===== src/rtl/u32u8enc_pkg.sv =====
// Package with the shared types and constants of the UTF-32 to UTF-8 encoder.
package u32u8enc_pkg;

   localparam logic [31:0] MarkNative  = 32'h0000_FEFF;
   localparam logic [31:0] MarkSwapped = 32'hFFFE_0000;
   localparam logic [31:0] MaxOneByte   = 32'h0000_007F;
   localparam logic [31:0] MaxTwoByte   = 32'h0000_07FF;
   localparam logic [31:0] MaxThreeByte = 32'h0000_FFFF;
   localparam logic [31:0] MaxCodePoint = 32'h0010_FFFF;

   localparam logic [7:0] LeadTwo   = 8'hC0;
   localparam logic [7:0] LeadThree = 8'hE0;
   localparam logic [7:0] LeadFour  = 8'hF0;
   localparam logic [7:0] ContMark  = 8'h80;

   localparam logic StatusData     = 1'b0;
   localparam logic StatusBadMark  = 1'b1;

   localparam int DefaultQueueDepth = 2;

   typedef struct packed {
      logic [3:0][7:0] bytes;
      logic [1:0]      last_idx;
      logic            status;
   } job_type;

   typedef struct packed {
      logic    valid;
      job_type job;
   } push_type;

   typedef struct packed {
      logic full;
      logic empty;
   } queue_status_type;

endpackage


===== src/rtl/u32u8enc_ifs.sv =====
// Channel interfaces of the encoder: the word request and the byte response.
interface u32u8enc_req_if;
   logic        valid;
   logic        ready;
   logic [31:0] word;
   logic        start_of_stream;

   modport source (output valid, output word, output start_of_stream, input ready);
   modport sink (input valid, input word, input start_of_stream, output ready);
endinterface

interface u32u8enc_rsp_if;
   logic       valid;
   logic       ready;
   logic [7:0] out_byte;
   logic       last;
   logic       status;

   modport source (output valid, output out_byte, output last, output status, input ready);
   modport sink (input valid, input out_byte, input last, input status, output ready);
endinterface


===== src/rtl/u32u8enc_front.sv =====
// Front end: takes request beats, tracks the byte-order mark and builds byte jobs.
module u32u8enc_front
   import u32u8enc_pkg::*;
(
   input  logic             clock,
   input  logic             reset,
   input  logic             req_valid,
   output logic             req_ready,
   input  logic [31:0]      req_word,
   input  logic             req_start_of_stream,
   input  queue_status_type q_status,
   output push_type         push
);

   logic        swap_ff, swap_in;
   logic        failed_ff, failed_in;
   logic        accept;
   logic [31:0] cp;
   job_type     job;
   logic        emit;

   assign req_ready = !q_status.full;
   assign accept    = req_valid && req_ready;

   assign cp = swap_ff ? {req_word[7:0], req_word[15:8], req_word[23:16], req_word[31:24]}
                       : req_word;

   always_comb begin
      job  = '0;
      emit = 1'b0;
      if (req_start_of_stream) begin
         job.status = StatusBadMark;
         emit = (req_word != MarkNative) && (req_word != MarkSwapped);
      end else if (!failed_ff) begin
         job.status = StatusData;
         if (cp <= MaxOneByte) begin
            job.bytes[0] = {1'b0, cp[6:0]};
            job.last_idx = 2'd0;
            emit = 1'b1;
         end else if (cp <= MaxTwoByte) begin
            job.bytes[0] = LeadTwo | {3'b000, cp[10:6]};
            job.bytes[1] = ContMark | {2'b00, cp[5:0]};
            job.last_idx = 2'd1;
            emit = 1'b1;
         end else if (cp <= MaxThreeByte) begin
            job.bytes[0] = LeadThree | {4'b0000, cp[15:12]};
            job.bytes[1] = ContMark | {2'b00, cp[11:6]};
            job.bytes[2] = ContMark | {2'b00, cp[5:0]};
            job.last_idx = 2'd2;
            emit = 1'b1;
         end else if (cp <= MaxCodePoint) begin
            job.bytes[0] = LeadFour | {5'b00000, cp[20:18]};
            job.bytes[1] = ContMark | {2'b00, cp[17:12]};
            job.bytes[2] = ContMark | {2'b00, cp[11:6]};
            job.bytes[3] = ContMark | {2'b00, cp[5:0]};
            job.last_idx = 2'd3;
            emit = 1'b1;
         end
      end
   end

   assign push.valid = accept && emit;
   assign push.job   = job;

   always_comb begin
      swap_in   = swap_ff;
      failed_in = failed_ff;
      if (accept && req_start_of_stream) begin
         swap_in   = (req_word == MarkSwapped);
         failed_in = (req_word != MarkNative) && (req_word != MarkSwapped);
      end
   end

   always_ff @(posedge clock) begin
      if (reset) begin
         swap_ff   <= 1'b0;
         failed_ff <= 1'b1;
      end else begin
         swap_ff   <= swap_in;
         failed_ff <= failed_in;
      end
   end

endmodule


===== src/rtl/u32u8enc_queue.sv =====
// Small job queue between the front end and the byte sequencer.
module u32u8enc_queue
   import u32u8enc_pkg::*;
#(
   parameter int QueueDepth = DefaultQueueDepth
)
(
   input  logic             clock,
   input  logic             reset,
   input  push_type         push,
   input  logic             pop,
   output job_type          head,
   output queue_status_type q_status
);

   localparam int PtrWidth = $clog2(QueueDepth);
   localparam int CntWidth = $clog2(QueueDepth + 1);
   localparam logic [PtrWidth-1:0] LastPtr = PtrWidth'(QueueDepth - 1);
   localparam logic [CntWidth-1:0] FullCnt = CntWidth'(QueueDepth);

   job_type               mem_ff [QueueDepth];
   logic [PtrWidth-1:0]   wr_ptr_ff, wr_ptr_in;
   logic [PtrWidth-1:0]   rd_ptr_ff, rd_ptr_in;
   logic [CntWidth-1:0]   count_ff, count_in;
   logic                  do_push, do_pop;

   assign q_status.full  = (count_ff == FullCnt);
   assign q_status.empty = (count_ff == '0);
   assign do_push = push.valid && !q_status.full;
   assign do_pop  = pop && !q_status.empty;
   assign head    = mem_ff[rd_ptr_ff];

   always_comb begin
      wr_ptr_in = wr_ptr_ff;
      rd_ptr_in = rd_ptr_ff;
      count_in  = count_ff;
      if (do_push) begin
         wr_ptr_in = (wr_ptr_ff == LastPtr) ? '0 : wr_ptr_ff + 1'b1;
      end
      if (do_pop) begin
         rd_ptr_in = (rd_ptr_ff == LastPtr) ? '0 : rd_ptr_ff + 1'b1;
      end
      if (do_push && !do_pop) begin
         count_in = count_ff + 1'b1;
      end else if (do_pop && !do_push) begin
         count_in = count_ff - 1'b1;
      end
   end

   always_ff @(posedge clock) begin
      if (do_push) begin
         mem_ff[wr_ptr_ff] <= push.job;
      end
   end

   always_ff @(posedge clock) begin
      if (reset) begin
         wr_ptr_ff <= '0;
         rd_ptr_ff <= '0;
         count_ff  <= '0;
      end else begin
         wr_ptr_ff <= wr_ptr_in;
         rd_ptr_ff <= rd_ptr_in;
         count_ff  <= count_in;
      end
   end

endmodule


===== src/rtl/u32u8enc_back.sv =====
// Back end: steps through a job one byte per beat into the response register.
module u32u8enc_back
   import u32u8enc_pkg::*;
(
   input  logic             clock,
   input  logic             reset,
   input  job_type          head,
   input  queue_status_type q_status,
   output logic             pop,
   output logic             rsp_valid,
   input  logic             rsp_ready,
   output logic [7:0]       rsp_out_byte,
   output logic             rsp_last,
   output logic             rsp_status
);

   logic       cur_valid_ff, cur_valid_in;
   job_type    cur_job_ff, cur_job_in;
   logic [1:0] idx_ff, idx_in;
   logic       out_valid_ff, out_valid_in;
   logic [7:0] out_byte_ff, out_byte_in;
   logic       out_last_ff, out_last_in;
   logic       out_status_ff, out_status_in;
   logic       out_load, is_last, cur_free;

   assign out_load = cur_valid_ff && (!out_valid_ff || rsp_ready);
   assign is_last  = (idx_ff == cur_job_ff.last_idx);
   assign cur_free = !cur_valid_ff || (out_load && is_last);
   assign pop      = cur_free && !q_status.empty;

   always_comb begin
      cur_valid_in = cur_valid_ff;
      cur_job_in   = cur_job_ff;
      idx_in       = idx_ff;
      if (out_load) begin
         idx_in = idx_ff + 1'b1;
      end
      if (cur_free) begin
         cur_valid_in = pop;
         cur_job_in   = head;
         idx_in       = '0;
      end
   end

   always_comb begin
      out_valid_in  = out_valid_ff && !rsp_ready;
      out_byte_in   = out_byte_ff;
      out_last_in   = out_last_ff;
      out_status_in = out_status_ff;
      if (out_load) begin
         out_valid_in  = 1'b1;
         out_byte_in   = cur_job_ff.bytes[idx_ff];
         out_last_in   = is_last;
         out_status_in = cur_job_ff.status;
      end
   end

   always_ff @(posedge clock) begin
      cur_job_ff    <= cur_job_in;
      out_byte_ff   <= out_byte_in;
      out_last_ff   <= out_last_in;
      out_status_ff <= out_status_in;
   end

   always_ff @(posedge clock) begin
      if (reset) begin
         cur_valid_ff <= 1'b0;
         idx_ff       <= '0;
         out_valid_ff <= 1'b0;
      end else begin
         cur_valid_ff <= cur_valid_in;
         idx_ff       <= idx_in;
         out_valid_ff <= out_valid_in;
      end
   end

   assign rsp_valid    = out_valid_ff;
   assign rsp_out_byte = out_byte_ff;
   assign rsp_last     = out_last_ff;
   assign rsp_status   = out_status_ff;

endmodule


===== src/rtl/utf32_to_utf8_encoder_top.sv =====
// Top level of the UTF-32 to UTF-8 encoder: front end, job queue and byte sequencer.
//
//   Channel  Direction  Payload                        Beat
//   req      in         word[31:0], start_of_stream    one UTF-32 word
//   rsp      out        out_byte[7:0], last, status    one UTF-8 byte or a mark error
//
// A word in range yields one to four response beats, one per cycle while rsp is ready;
// a bad mark yields a single mark-error beat, and a valid mark or a dropped word
// yields none. Reset is synchronous; after it no stream is open until a valid
// mark arrives. The queue lets the request side run on while the response is stalled.
module utf32_to_utf8_encoder_top
   import u32u8enc_pkg::*;
#(
   parameter int QueueDepth = DefaultQueueDepth
)
(
   input logic            clock,
   input logic            reset,
   u32u8enc_req_if.sink   req,
   u32u8enc_rsp_if.source rsp
);

   push_type         push;
   logic             pop;
   job_type          head;
   queue_status_type q_status;

   u32u8enc_front u_front (
      .clock               (clock),
      .reset               (reset),
      .req_valid           (req.valid),
      .req_ready           (req.ready),
      .req_word            (req.word),
      .req_start_of_stream (req.start_of_stream),
      .q_status            (q_status),
      .push                (push)
   );

   u32u8enc_queue #(
      .QueueDepth (QueueDepth)
   ) u_queue (
      .clock    (clock),
      .reset    (reset),
      .push     (push),
      .pop      (pop),
      .head     (head),
      .q_status (q_status)
   );

   u32u8enc_back u_back (
      .clock        (clock),
      .reset        (reset),
      .head         (head),
      .q_status     (q_status),
      .pop          (pop),
      .rsp_valid    (rsp.valid),
      .rsp_ready    (rsp.ready),
      .rsp_out_byte (rsp.out_byte),
      .rsp_last     (rsp.last),
      .rsp_status   (rsp.status)
   );

   // A valid byte-order mark never places a job in the queue.
   assert property (@(posedge clock) disable iff (reset)
      (req.valid && req.ready && req.start_of_stream &&
       (req.word == MarkNative || req.word == MarkSwapped)) |-> !push.valid)
      else $error("byte-order mark produced a job");

   assert property (@(posedge clock) disable iff (reset)
      !(q_status.full && q_status.empty))
      else $error("queue reports full and empty together");

   assert property (@(posedge clock) disable iff (reset)
      (rsp.valid && rsp.status == StatusBadMark) |-> (rsp.last && rsp.out_byte == '0))
      else $error("mark error beat is malformed");

   // Every byte of a multi-byte sequence other than the final one has its top bit set.
   assert property (@(posedge clock) disable iff (reset)
      (rsp.valid && rsp.status == StatusData && !rsp.last) |-> rsp.out_byte[7])
      else $error("leading byte without continuation marker");

endmodule


===== src/flat_wrapper.sv =====
// flat-port wrapper written by rule: the top's interface ports become plain ports
module utf32_to_utf8_encoder_top_flat import u32u8enc_pkg::*;
#(
   parameter int QueueDepth = DefaultQueueDepth
)
  (clock, reset, req_valid, req_word, req_start_of_stream, req_ready, rsp_valid, rsp_out_byte, rsp_last, rsp_status, rsp_ready);
  u32u8enc_req_if req_i ();
  u32u8enc_rsp_if rsp_i ();
  input logic clock;
  input logic reset;
  input wire logic [$bits(req_i.valid)-1:0] req_valid;
  input wire logic [$bits(req_i.word)-1:0] req_word;
  input wire logic [$bits(req_i.start_of_stream)-1:0] req_start_of_stream;
  output wire logic [$bits(req_i.ready)-1:0] req_ready;
  output wire logic [$bits(rsp_i.valid)-1:0] rsp_valid;
  output wire logic [$bits(rsp_i.out_byte)-1:0] rsp_out_byte;
  output wire logic [$bits(rsp_i.last)-1:0] rsp_last;
  output wire logic [$bits(rsp_i.status)-1:0] rsp_status;
  input wire logic [$bits(rsp_i.ready)-1:0] rsp_ready;
  assign req_i.valid = req_valid;
  assign req_i.word = req_word;
  assign req_i.start_of_stream = req_start_of_stream;
  assign req_ready = req_i.ready;
  assign rsp_valid = rsp_i.valid;
  assign rsp_out_byte = rsp_i.out_byte;
  assign rsp_last = rsp_i.last;
  assign rsp_status = rsp_i.status;
  assign rsp_i.ready = rsp_ready;
  utf32_to_utf8_encoder_top #(.QueueDepth(QueueDepth)) u_core (.clock(clock), .reset(reset), .req(req_i), .rsp(rsp_i));
endmodule

===== config.mk =====
export PLATFORM = sky130hd
export DESIGN_NAME = utf32_to_utf8_encoder_top_flat
export DESIGN_NICKNAME = d
export VERILOG_FILES = /design/src/rtl/u32u8enc_pkg.sv /design/src/rtl/u32u8enc_ifs.sv /design/src/rtl/u32u8enc_front.sv /design/src/rtl/u32u8enc_queue.sv /design/src/rtl/u32u8enc_back.sv /design/src/rtl/utf32_to_utf8_encoder_top.sv /design/src/flat_wrapper.sv
export SDC_FILE = /design/constraint.sdc
export NUM_CORES = 1
export LEC_CHECK = 0
export BUFFER_PORTS_ARGS = -buffer_cell sky130_fd_sc_hd__buf_4
export CORE_ASPECT_RATIO = 0.7
export CORE_MARGIN = 1
export CORE_UTILIZATION = 50
export CTS_CLUSTER_SIZE = 12
export DETAILED_ROUTE_END_ITERATION = 10
export PLACE_DENSITY_LB_ADDON = 0.2
export SLEW_MARGIN = 20
export SYNTH_ARGS = -nofsm -noshare
export SYNTH_HDL_FRONTEND = slang
export SYNTH_HIERARCHICAL = 1
export SYNTH_SLANG_ARGS = --single-unit

===== constraint.sdc =====
create_clock -name clock -period 5.42 [get_ports clock]
set_clock_uncertainty 0.15 [all_clocks]
set_input_delay 0.542 -clock clock [delete_from_list [all_inputs] [get_ports clock]]
set_output_delay 0.542 -clock clock [all_outputs]
set_load 0.05 [all_outputs]

Word level (Yosys, flattened, before mapping):

Memories as Yosys holds them, arrays and structs flattened. A register that Yosys moved wholly into a read port is not among the register bits.
Cells that the tools add are included.
Widths: inputs -> output; s select.

* input port bits: 37
* flip-flop bits (word level): 20
* word-level logic and storage cells: 82
* bits in writable memories: 70
* memories kept: 1

Memory list
* u_core.u_queue.mem_ff: words 2, bits a word 35, read ports 1, clocked after Yosys merged registers in 1, write ports 1, line u32u8enc_queue.sv:21 `job_type mem_ff [QueueDepth];`

* reductions and logical operators: 24
* $add $sub $neg: 5
* $lt $le $gt $ge: 5
* multiplexer cells: 31
* eq/ne operators: 5

Operator list (count)
* $mux 34: 7
* $mux 35: 1
* $eq 32x32->1 const B: 1
* $le 32x11->1 const B: 1
* $le 32x16->1 const B: 1
* $le 32x21->1 const B: 1
* $le 32x7->1 const B: 1
* $mux 32: 1
* $ne 32x16->1 const B: 1
* $ne 32x32->1 const B: 1
* $mux 26: 1
* $mux 24: 1
* $mux 18: 1
* $bmux 8 s2: 1
* $mux 16: 1
* $mux 8: 2
* $logic_and 1x1->1: 12
* $mux 1: 12
* $mux 10: 1
* $logic_not 1->1: 7
* $add 2x1->2 const B: 2
* $mux 2: 2
* $lt 2x3->1 const B: 1
* $add 1x1->1 const B: 2
* other kinds (7): 8

Longest topological paths before layout:

Gate-level depths: netlist of run 1.

* word-level depth: 14
* mapped depth: 14
* gate-level depth less buffers: 12

Modules after synthesis:

The synthesis of run 1 kept the hierarchy.

Modules (own cells, without submodules)
* u32u8enc_queue: area an instance 2733.9 µm², times used 1, seq. area each 2202.1 µm², cells each 134
* u32u8enc_back: area an instance 1755.4 µm², times used 1, seq. area each 1431.4 µm², cells each 80
* u32u8enc_front: area an instance 1310.0 µm², times used 1, seq. area each 40.0 µm², cells each 199

Worst setup path after synthesis of run 1:

Ideal clock, no wire load.

* path kind: register -> register
* from: reg u_core.u_back.out_valid_ff (netlist: u_core/u_back/rsp_valid)
* to: reg u_core.u_queue.count_ff[1]
* setup time: 0.070 ns
* setup slack: 1.634 ns
* cell stages (with the launch flop): 8
* arrival time: 3.566 ns
* cells stage by stage: dfxtp_1 -> nor2b_1 -> o31ai_2 -> nor2b_1 -> o21ai_0 -> ha_1 -> or3_1 -> a21oi_1

* cells in the longest elaborated chain, start to end: 10

RTL lines
* from (decl): line u32u8enc_back.sv:20 `logic out_valid_ff, out_valid_in;`
* from (signal assigned): line u32u8enc_back.sv:73 `out_valid_ff <= out_valid_in;`
* $logic_not 1->1 (*): line u32u8enc_back.sv:26 `assign out_load = cur_valid_ff && (!out_valid_ff || rsp_ready);`
* $logic_or 1x1->1 (*): line u32u8enc_back.sv:26
* $logic_and 1x1->1 (*): line u32u8enc_back.sv:26
* $logic_and 1x1->1 (*): line u32u8enc_back.sv:28 `assign cur_free = !cur_valid_ff || (out_load && is_last);`
* $logic_or 1x1->1 (*): line u32u8enc_back.sv:28
* via u_core.u_back.cur_free: line u32u8enc_back.sv:24 `logic out_load, is_last, cur_free;`
* $logic_and 1x1->1 (*): line u32u8enc_back.sv:29 `assign pop = cur_free && !q_status.empty;`
* via u_core.pop: line utf32_to_utf8_encoder_top.sv:24 `logic pop;`
* $logic_and 1x1->1 (*): line u32u8enc_queue.sv:30 `assign do_pop = pop && !q_status.empty;`
* $logic_not 1->1: line u32u8enc_queue.sv:43 `if (do_push && !do_pop) begin`
* $logic_and 1x1->1: line u32u8enc_queue.sv:43
* $mux 2 or $reduce_bool 2->1 (tied branches)
* to (signal assigned): line u32u8enc_queue.sv:64 `count_ff <= count_in;`
* to (decl): line u32u8enc_queue.sv:24 `logic [CntWidth-1:0] count_ff, count_in;`

Mark *: on every way through the listed nets, which the timed path passes. The rest lies on a longest branch.
A chain may end at the register's enable or synchronous reset.

==> key figures, run 1 <==
Setup path
  • Data arrival time of the worst path: 3.57 ns
  • Top fanout value on the critical path: 39
  • Startpoint class of the critical path: flop
  • Sort of element at the end of the critical path: flop
  • Critical path data required time: 5.32 ns
  • Kind of critical path: reg -> reg

Clocking
  • Resized cells post-CTS: 0
  • CTS tree: yes
  • Clock Tree Buf Depth: 2
  • Number of CTS-inserted buffers: 17
  • Post-CTS setup buffer count: 0
  • Clock input transition at the sequential cells of the worst setup and hold paths: 0.06 ns
  • H-Tree Level Count: 4
  • Buffer type at the clock tree root: sky130_fd_sc_hd__clkbuf_16
  • CTS Sinks: 126
  • Number of buffers inserted for hold repair after clock tree synthesis: 0
  • Clock latency reported for the late side of the worst-skew pair: 0.41 ns

Timing
  • F_max: 0.272 GHz
  • Time the worst path needs with I/O delays and setup: 3.68 ns
  • Count of pins over their slew limit: 0
  • Unrepaired setup endpoints after global routing: no
  • Post-route setup TNS: 0 ns
  • Final period utilization: 0.678
  • Final worst-path setup slack: approximately 1.7 ns
  • Final Hold Vio Count: 0
  • Setup violations, final: 0
  • Max-Slew Margin vs Limit: 0.402
  • Pin slew with the least headroom to its limit: 0.896 ns

Power
  • Leakage power: around 0.0024 uW
  • Largest voltage drop on the vdd net: 0.000283 V
  • Power per standard cell area: roughly 480 nW/um2
  • Clk network pwr share: 0.363
  • Net switching component of the power: 880 uW
  • Switching power as a share of total power: 0.266
  • Register share of total power: 0.441
  • Combinational Power Share: 0.196
  • Int Pwr: 2420 uW

Placed design
  • Standard cell area after detailed placement: 6280 um2
  • Placed Instances: 600
  • Worst setup slack before clock tree synthesis: 1.62 ns
  • Count of input and output buffers: 48
  • RePlAce Congestion: 0.950
  • Dpl hpwl: 8.36 mm

Floorplanning
  • Die Outline Area: 12000 um2
  • Starting density of the core: 0.519
  • Height of the chip: 92.1 um
  • Number of ports placed on the die boundary: a little under 50
  • Number of rows created at floorplan: 32
  • Placeable core region: 11200 um2
  • Die Wd: 131 um

Logic synthesis
  • Yosys warning total: 6
  • FFs w/ async S/R, synth: 0
  • Synth unique cells: 61
  • Synth Area per Inst: 14.0 um2
  • Flop and latch count out of synthesis: roughly 130
  • Instance count of the mapped netlist: just over 400
  • Prevailing post-synth register cell: sky130_fd_sc_hd__edfxtp_1
  • Post-synth EDFFs: 115
  • Part of the Yosys area used for sequential elements: 0.633
  • Mapped cell area: 5800 um2

GRT
  • Pin count of the biggest net entering global routing: 40
  • Vias in the first global route: 3471
  • Global route total overflow: 0
  • Initial antenna violation count: 0
  • Wire length of the first global-routing pass: 19.1 mm
  • Gr usage total: 0.222

Final layout
  • Syn-to-layout area delta: 19.4%
  • Number of cells in the finished layout apart from fillers: around 630
  • Combined area of the multi-input logic cells: roughly 2000 um2
  • Number of fill cells: a little under 900
  • Area taken by flip-flops and latches: about 3700 um2
  • Antenna cell count: 0
  • Number of nets in the layout: a little over 500
  • Fraction of final layout cells sized beyond drive strength 1: 0.326
  • Final Instance Area: approximately 6900 um2

Routing
  • Routed length per instance: 19.4 um
  • Via-to-Cell Ratio: 5.79
  • Vias post-DR: 3658
  • Remaining antenna violation count after routing: 0
  • Number of optimization iterations in the first detailed-route pass: 5
  • Remaining routing DRC violations: 0
  • Sum of routed wire length over all layers: 12.3 mm
  • Number of design-rule violations left by the first detailed-router iteration: approximately 330

Job
  • Max cap viols: 0

Min path
  • Class of the tightest hold or removal check: in -> reg

Run status
  • Run status: finished, final reports clean
==> critical path, stage by stage (launching register included) <==
cell and delay (ns):
sky130_fd_sc_hd__dfxtp_1 0.30, sky130_fd_sc_hd__buf_4 0.37, sky130_fd_sc_hd__or3b_2 0.54, sky130_fd_sc_hd__nor4_4 0.32
sky130_fd_sc_hd__nor2_1 0.15, sky130_fd_sc_hd__nor2_1 0.19, sky130_fd_sc_hd__nand2_1 0.16, sky130_fd_sc_hd__o21ai_1 0.16
sky130_fd_sc_hd__inv_1 0.07, sky130_fd_sc_hd__or3_1 0.37, sky130_fd_sc_hd__inv_1 0.06, sky130_fd_sc_hd__buf_4 0.41
==> stage by stage <==
stage	utilization	total power [uW]	hold WS, ns
global route	0.620	3440	0.178
finish	0.620	3300	0.198
global placement	0.562	2120	0.275
floorplan	-	1920	0.250
detailed placement	0.562	2130	0.274
CTS	0.620	3340	0.183
==> path summary, 6_finish.rpt <==
path | startpoint | to | slack [ns] | cells after the start
setup reg to reg | u_core/u_front/swap_ff | u_core/u_queue/mem_ff[0][7] | 1.74 | 11
setup / recovery | u_core/u_front/swap_ff | u_core/u_queue/mem_ff[0][7] | 1.74 | 11
hold / removal | req_start_of_stream | u_core/u_queue/mem_ff[0][0] | 0.20 | 1
hold reg to reg | u_core/u_back/cur_job_ff[0] | u_core/u_back/rsp_status | 0.28 | 0
==> flip-flops by register name, indices dropped and copies added (netlist names), named ones only <==
name and cells:
u_core/u_front/failed_ff 1, u_core/u_back/rsp_last 1, u_core/u_queue/wr_ptr_ff 1, u_core/u_back/rsp_status 1, u_core/u_back/idx_ff 2, u_core/u_queue/count_ff 2
u_core/u_back/rsp_valid 1, u_core/u_front/swap_ff 1, u_core/u_back/cur_job_ff 35, u_core/u_queue/mem_ff 70, u_core/u_back/rsp_out_byte 8, u_core/u_queue/rd_ptr_ff 1
u_core/u_back/cur_valid_ff 1
==> metal layers <==
metal | wire length [um] | global-route usage
met2 | 5550 | 0.318
met1 | 5700 | 0.325
met5 | 0 | 0
met3 | 865 | 0.0589
met4 | 169 | 0.0785
==> synthesized netlist by cell type, types with 3 or more instances <==
| cell | instances | share of area |
|---|---|---|
| sky130_fd_sc_hd__a21oi_1 | 14 | 0.012 |
| sky130_fd_sc_hd__a22oi_1 | 11 | 0.014 |
| sky130_fd_sc_hd__buf_2 | 7 | 0.0060 |
| sky130_fd_sc_hd__buf_4 | 7 | 0.0091 |
| sky130_fd_sc_hd__clkbuf_1 | 4 | 0.0026 |
| sky130_fd_sc_hd__dfxtp_1 | 11 | 0.038 |
| sky130_fd_sc_hd__edfxtp_1 | 115 | 0.60 |
| sky130_fd_sc_hd__inv_1 | 8 | 0.0052 |
| sky130_fd_sc_hd__mux2_2 | 45 | 0.087 |
| sky130_fd_sc_hd__mux2i_1 | 5 | 0.0086 |
| sky130_fd_sc_hd__mux4_2 | 8 | 0.031 |
| sky130_fd_sc_hd__nand2_1 | 17 | 0.011 |
| sky130_fd_sc_hd__nand2b_1 | 4 | 0.0043 |
| sky130_fd_sc_hd__nand3_1 | 4 | 0.0035 |
| sky130_fd_sc_hd__nand4_1 | 7 | 0.0076 |
| sky130_fd_sc_hd__nor2_1 | 46 | 0.030 |
| sky130_fd_sc_hd__nor2b_1 | 9 | 0.0097 |
| sky130_fd_sc_hd__nor3_1 | 8 | 0.0069 |
| sky130_fd_sc_hd__nor4_1 | 3 | 0.0032 |
| sky130_fd_sc_hd__o21ai_0 | 14 | 0.012 |
| sky130_fd_sc_hd__o21ai_1 | 3 | 0.0026 |
| sky130_fd_sc_hd__o22ai_1 | 4 | 0.0043 |
| sky130_fd_sc_hd__or3_1 | 3 | 0.0032 |
| sky130_fd_sc_hd__or4_1 | 4 | 0.0052 |
| sky130_fd_sc_hd__or4_4 | 3 | 0.0058 |
| sky130_fd_sc_hd__xor2_1 | 5 | 0.0076 |
==> layout by cell type, fill, tap and decap left out, types with 11 or more instances in the layout <==
cell	netlist	final
sky130_fd_sc_hd__dfxtp_1	11	11
sky130_fd_sc_hd__a22oi_1	11	11
sky130_fd_sc_hd__o21ai_0	14	14
sky130_fd_sc_hd__mux2_2	45	45
sky130_fd_sc_hd__a21oi_1	14	14
sky130_fd_sc_hd__nand2_1	17	17
sky130_fd_sc_hd__nor2_1	46	46
sky130_fd_sc_hd__buf_4	7	53
sky130_fd_sc_hd__clkbuf_16	0	21
sky130_fd_sc_hd__edfxtp_1	115	115
==> area by class of cell <==
cell class,count,share of cell area
clock buffers,22,0.0765
clock inverters,10,0.0170
repair buffers,53,0.0575
inverters,10,0.00542
multi-input cells,258,0.285
well taps,153,0.0277
flip-flops and latches,126,0.531
==> cell families after synthesis <==
| kind of cell | Yosys count | synth area share |
|---|---|---|
| adder cells (fa/ha/maj) | 1 | 0.00216 |
| buffers and inverters | 31 | 0.0287 |
| XOR/XNOR | 7 | 0.0106 |
| flip-flops | 126 | 0.633 |
| multiplexers | 59 | 0.129 |
| AND/OR/NAND/NOR | 123 | 0.118 |
| AO/OA/AOI/OAI | 65 | 0.0766 |
| other | 1 | 0.000647 |
==> power groups by stage <==
stage	clock, uW	combinational [uW]	sequential (uW)
6_report	1200	648	1460
5_1_grt	1260	696	1490
4_1_cts	1220	655	1460
3_5_place_dp	0	650	1480
3_3_place_gp	0	646	1470
2_1_floorplan	0	378	1550
No activity file was read; power rests on OpenSTA's default activity.
==> inputs of run 2 (changes only) <==
Settings changed: ABC_AREA set to 1.
Clock period 5.42 ns to 3.58 ns, I/O delays scaled along.
==> run 2 against run 1 <==
Net effect: critical path depth is 1 higher; sequential share of layout area is 2.0 points lower; power is 51% higher; wire length is 1.7% lower; register-to-register slack worse by 0.88 ns; fmax is 36% higher; non-clock buffer count is 2 higher; cell count is 24% higher; hold slack worse by 0.18 ns; sequential cell count stayed put.
==> key figures, run 2 <==
Run status
  • Run status: finished, final reports clean

Setup path
  • Critical path data required time: 3.47 ns (-1.85 ns)
  • Startpoint class of the critical path: flop
  • Sort of element at the end of the critical path: flop
  • Data arrival time of the worst path: 2.60 ns (-0.97 ns)
  • Kind of critical path: reg -> reg
  • Top fanout value on the critical path: 36 (-7.7%)

GRT
  • Wire length of the first global-routing pass: 19.2 mm (+0.51%)
  • Pin count of the biggest net entering global routing: 37 (-7.5%)
  • Vias in the first global route: 3783 (+9.0%)
  • Global route total overflow: 0 (unchanged)
  • Gr usage total: 0.203 (-0.0192)
  • Initial antenna violation count: 0 (unchanged)

Logic synthesis
  • Prevailing post-synth register cell: sky130_fd_sc_hd__edfxtp_1
  • Synth unique cells: 40 (-34%)
  • Synth Area per Inst: 10.9 um2 (-22%)
  • Synth cell count leaders: sky130_fd_sc_hd__nand2_1, sky130_fd_sc_hd__edfxtp_1, sky130_fd_sc_hd__nor2_1
  • XOR/XNOR Fraction of Synth Area: 0 (-0.0106)
  • Part of the Yosys area used for sequential elements: 0.601 (-0.0329)
  • Post-synth EDFFs: 115 (unchanged)
  • Fraction of synthesized area in multiplexers: 0.0828 (-0.0466)
  • Flop and latch count out of synthesis: 126 (unchanged)
  • Largest area contributor in the netlist: sky130_fd_sc_hd__edfxtp_1
  • Mapped cell area: 6120 um2 (+5.5%)
  • Instance count of the mapped netlist: 560 (+36%)
  • Largest family of logic cells by synthesized area: simple AND/OR/NAND/NOR gates
  • FFs w/ async S/R, synth: 0 (unchanged)
  • Most frequent cell after synthesis: sky130_fd_sc_hd__nand2_1
  • Compound-Gate Fraction of Synth Area: 0.0646 (-0.0120)
  • Area share of the largest cell type after synthesis: 0.565 (-0.0309)
  • Post-synthesis adder-cell area fraction: 0.00205 (-0.000112)
  • Yosys warning total: 6 (unchanged)
  • Most area-consuming cells after synthesis: sky130_fd_sc_hd__edfxtp_1, sky130_fd_sc_hd__nand2_1, sky130_fd_sc_hd__mux2_4
  • Simple-gate share of the synthesized area: 0.180 (+0.0618)

Floorplanning
  • Placeable core region: 11800 um2 (+5.7%)
  • Die Wd: 134 um (+2.7%)
  • Number of rows created at floorplan: 33 (+3.1%)
  • Die Outline Area: 12700 um2 (+5.4%)
  • Starting density of the core: 0.518 (-0.00114)
  • Height of the chip: 94.5 um (+2.6%)
  • Number of ports placed on the die boundary: 49 (unchanged)

Timing
  • Setup violations, final: 0 (unchanged)
  • Max-Slew Margin vs Limit: 0.491 (+0.0895)
  • Pin slew with the least headroom to its limit: 0.755 ns (-0.141 ns)
  • F_max: 0.369 GHz (+36%)
  • Unrepaired setup endpoints after global routing: no
  • Final period utilization: 0.757 (+0.0793)
  • Count of pins over their slew limit: 0 (unchanged)
  • Time the worst path needs with I/O delays and setup: 2.71 ns (-0.964 ns)
  • Post-route setup TNS: 0 ns (unchanged)
  • Final Hold Vio Count: 0 (unchanged)

Final layout
  • Final Instance Area: 7200 um2 (+3.9%)
  • Number of cells in the finished layout apart from fillers: 785 (+24%)
  • Number of nets in the layout: 653 (+30%)
  • Fraction of final layout cells sized beyond drive strength 1: 0.250 (-0.0757)
  • Register containing the most flip-flops in the final layout: u_core/u_queue/mem_ff
  • Most frequent cells in the layout: sky130_fd_sc_hd__nand2_1, sky130_fd_sc_hd__edfxtp_1, sky130_fd_sc_hd__nor2_1
  • Antenna cell count: 0 (unchanged)
  • Most common library cell in the layout ignoring fill and taps: sky130_fd_sc_hd__nand2_1
  • Syn-to-layout area delta: 17.6%
  • Largest register FFs: 70 (unchanged)

Power
  • Net switching component of the power: 1380 uW (+57%)
  • Largest voltage drop on the vdd net: 0.000394 V (+39%)
  • Clk network pwr share: 0.381 (+0.018)
  • Switching power as a share of total power: 0.277 (+0.0105)
  • Power per standard cell area: 694 nW/um2 (+45%)
  • Leakage power: 0.00287 uW (+18%)
  • Int Pwr: 3610 uW (+49%)
  • Combinational Power Share: 0.192 (-0.004)
  • Register share of total power: 0.426 (-0.015)
  • Overall power after layout: 4990 uW (+51%)

Clocking
  • CTS tree: yes
  • Number of buffers inserted for hold repair after clock tree synthesis: 1 (+1)
  • Resized cells post-CTS: 0 (unchanged)
  • Clock Tree Buf Depth: 2 (unchanged)
  • CTS Sinks: 126 (unchanged)
  • Clock input transition at the sequential cells of the worst setup and hold paths: 0.06 ns (about the same)
  • Buffer type at the clock tree root: sky130_fd_sc_hd__clkbuf_16
  • Post-CTS setup buffer count: 0 (unchanged)
  • Clock latency reported for the late side of the worst-skew pair: 0.40 ns (about the same)
  • H-Tree Level Count: 4 (unchanged)
  • Number of CTS-inserted buffers: 17 (unchanged)

Routing
  • Remaining antenna violation count after routing: 0 (unchanged)
  • Remaining routing DRC violations: 0 (unchanged)
  • Routed length per instance: 15.4 um (-21%)
  • Number of design-rule violations left by the first detailed-router iteration: 321 (-2.1%)
  • Via-to-Cell Ratio: 5.19 (-10%)
  • Number of optimization iterations in the first detailed-route pass: 5 (unchanged)
  • Sum of routed wire length over all layers: 12.1 mm (-1.7%)
  • Vias post-DR: 4072 (+11%)

Placed design
  • Count of input and output buffers: 48 (unchanged)
  • Standard cell area after detailed placement: 6530 um2 (+4.0%)
  • RePlAce Congestion: 0.873 (-8.1%)
  • Placed Instances: 752 (+25%)
  • Dpl hpwl: 8.54 mm (+2.1%)

Job
  • Max cap viols: 0 (unchanged)

Min path
  • Class of the tightest hold or removal check: in -> reg
==> run 2: cell count changes in the layout (fill, tap and decap cells not counted), moves of 7 or more <==
cell / delta
sky130_fd_sc_hd__nor2_2: +11
sky130_fd_sc_hd__nand3_2: +7
sky130_fd_sc_hd__mux2_2: -40
sky130_fd_sc_hd__mux2_4: +30
sky130_fd_sc_hd__nand3_1: +7
sky130_fd_sc_hd__o21ai_0: +16
sky130_fd_sc_hd__mux4_2: -8
sky130_fd_sc_hd__nand2_1: +104
sky130_fd_sc_hd__a22oi_1: -11
sky130_fd_sc_hd__nor2_1: +21
sky130_fd_sc_hd__nor2b_1: -8
sky130_fd_sc_hd__inv_1: +43
==> run 2: area by class of cell <==
class,instances,area [um2]
Timing Repair Buffer,55,415
Multi-Input combinational cell,357,2030
Clock buffer,18,429
Fill cell,966,4610
Inverter,58,218
Clock inverter,14,229
Sequential cell,126,3670
Tap cell,157,196
==> run 2: path summary, 6_finish.rpt <==
path                                from                          end  slack, ns  depth (start not counted)
max reg2reg       u_core/u_front/swap_ff  u_core/u_queue/mem_ff[1][3]       0.87                         12
min reg2reg  u_core/u_back/cur_job_ff[0]     u_core/u_back/rsp_status       0.28                          0
min                  req_start_of_stream  u_core/u_queue/mem_ff[1][0]       0.02                          1
max               u_core/u_front/swap_ff  u_core/u_queue/mem_ff[1][3]       0.87                         12
==> run 2: logic make-up (layout without fill, tap and decap cells) <==
logic type,after synthesis,count (layout)
AO/OA/AOI/OAI,71,71
AND/OR/NAND/NOR,247,247
other,1,3
buffers and inverters,79,145
adder cells (fa/ha/maj),1,1
multiplexers,35,35
flip-flops,126,126
==> run 2: critical path: stages (launching register included) <==
cell                      delay, ns
sky130_fd_sc_hd__dfxtp_1       0.35
sky130_fd_sc_hd__buf_4         0.31
sky130_fd_sc_hd__o21ai_1       0.15
sky130_fd_sc_hd__nor2_2        0.16
sky130_fd_sc_hd__nand2_1       0.09
sky130_fd_sc_hd__nand2_1       0.12
sky130_fd_sc_hd__nand2_2       0.09
sky130_fd_sc_hd__nor2_2        0.13
sky130_fd_sc_hd__nand3_1       0.08
sky130_fd_sc_hd__nand2_1       0.09
sky130_fd_sc_hd__o21ai_2       0.08
sky130_fd_sc_hd__nor2_2        0.09
sky130_fd_sc_hd__buf_4         0.43
==> run 2: routing by layer <==
metal | global-route usage | part of all wire | up-vias
met5 | 0 | 0 | -
met4 | 0.0665 | 0.0072 | 0
met3 | 0.0510 | 0.055 | 6
met2 | 0.301 | 0.42 | 137
met1 | 0.292 | 0.52 | 1903
li1 | - | - | 2026
==> run 2: stage by stage <==
| step | setup WS, ns | utilization | hold slack, ns |
|---|---|---|---|
| 5_1_grt | 0.594 | 0.609 | 0.00721 |
| 3_3_place_gp | 0.990 | 0.553 | 0.258 |
| 4_1_cts | 0.827 | 0.609 | 0.00846 |
| 2_1_floorplan | 0.186 | - | 0.250 |
| 3_5_place_dp | 0.844 | 0.553 | 0.261 |
| 6_report | 0.869 | 0.609 | 0.0175 |
==> run 2: power by group through the flow <==
stage / registers [uW] / logic, uW / clock network [uW]
2_1_floorplan: 2240 / 645 / 0
3_5_place_dp: 2160 / 967 / 0
6_report: 2130 / 961 / 1900
5_1_grt: 2160 / 1050 / 1990
3_3_place_gp: 2150 / 944 / 0
4_1_cts: 2130 / 968 / 1930
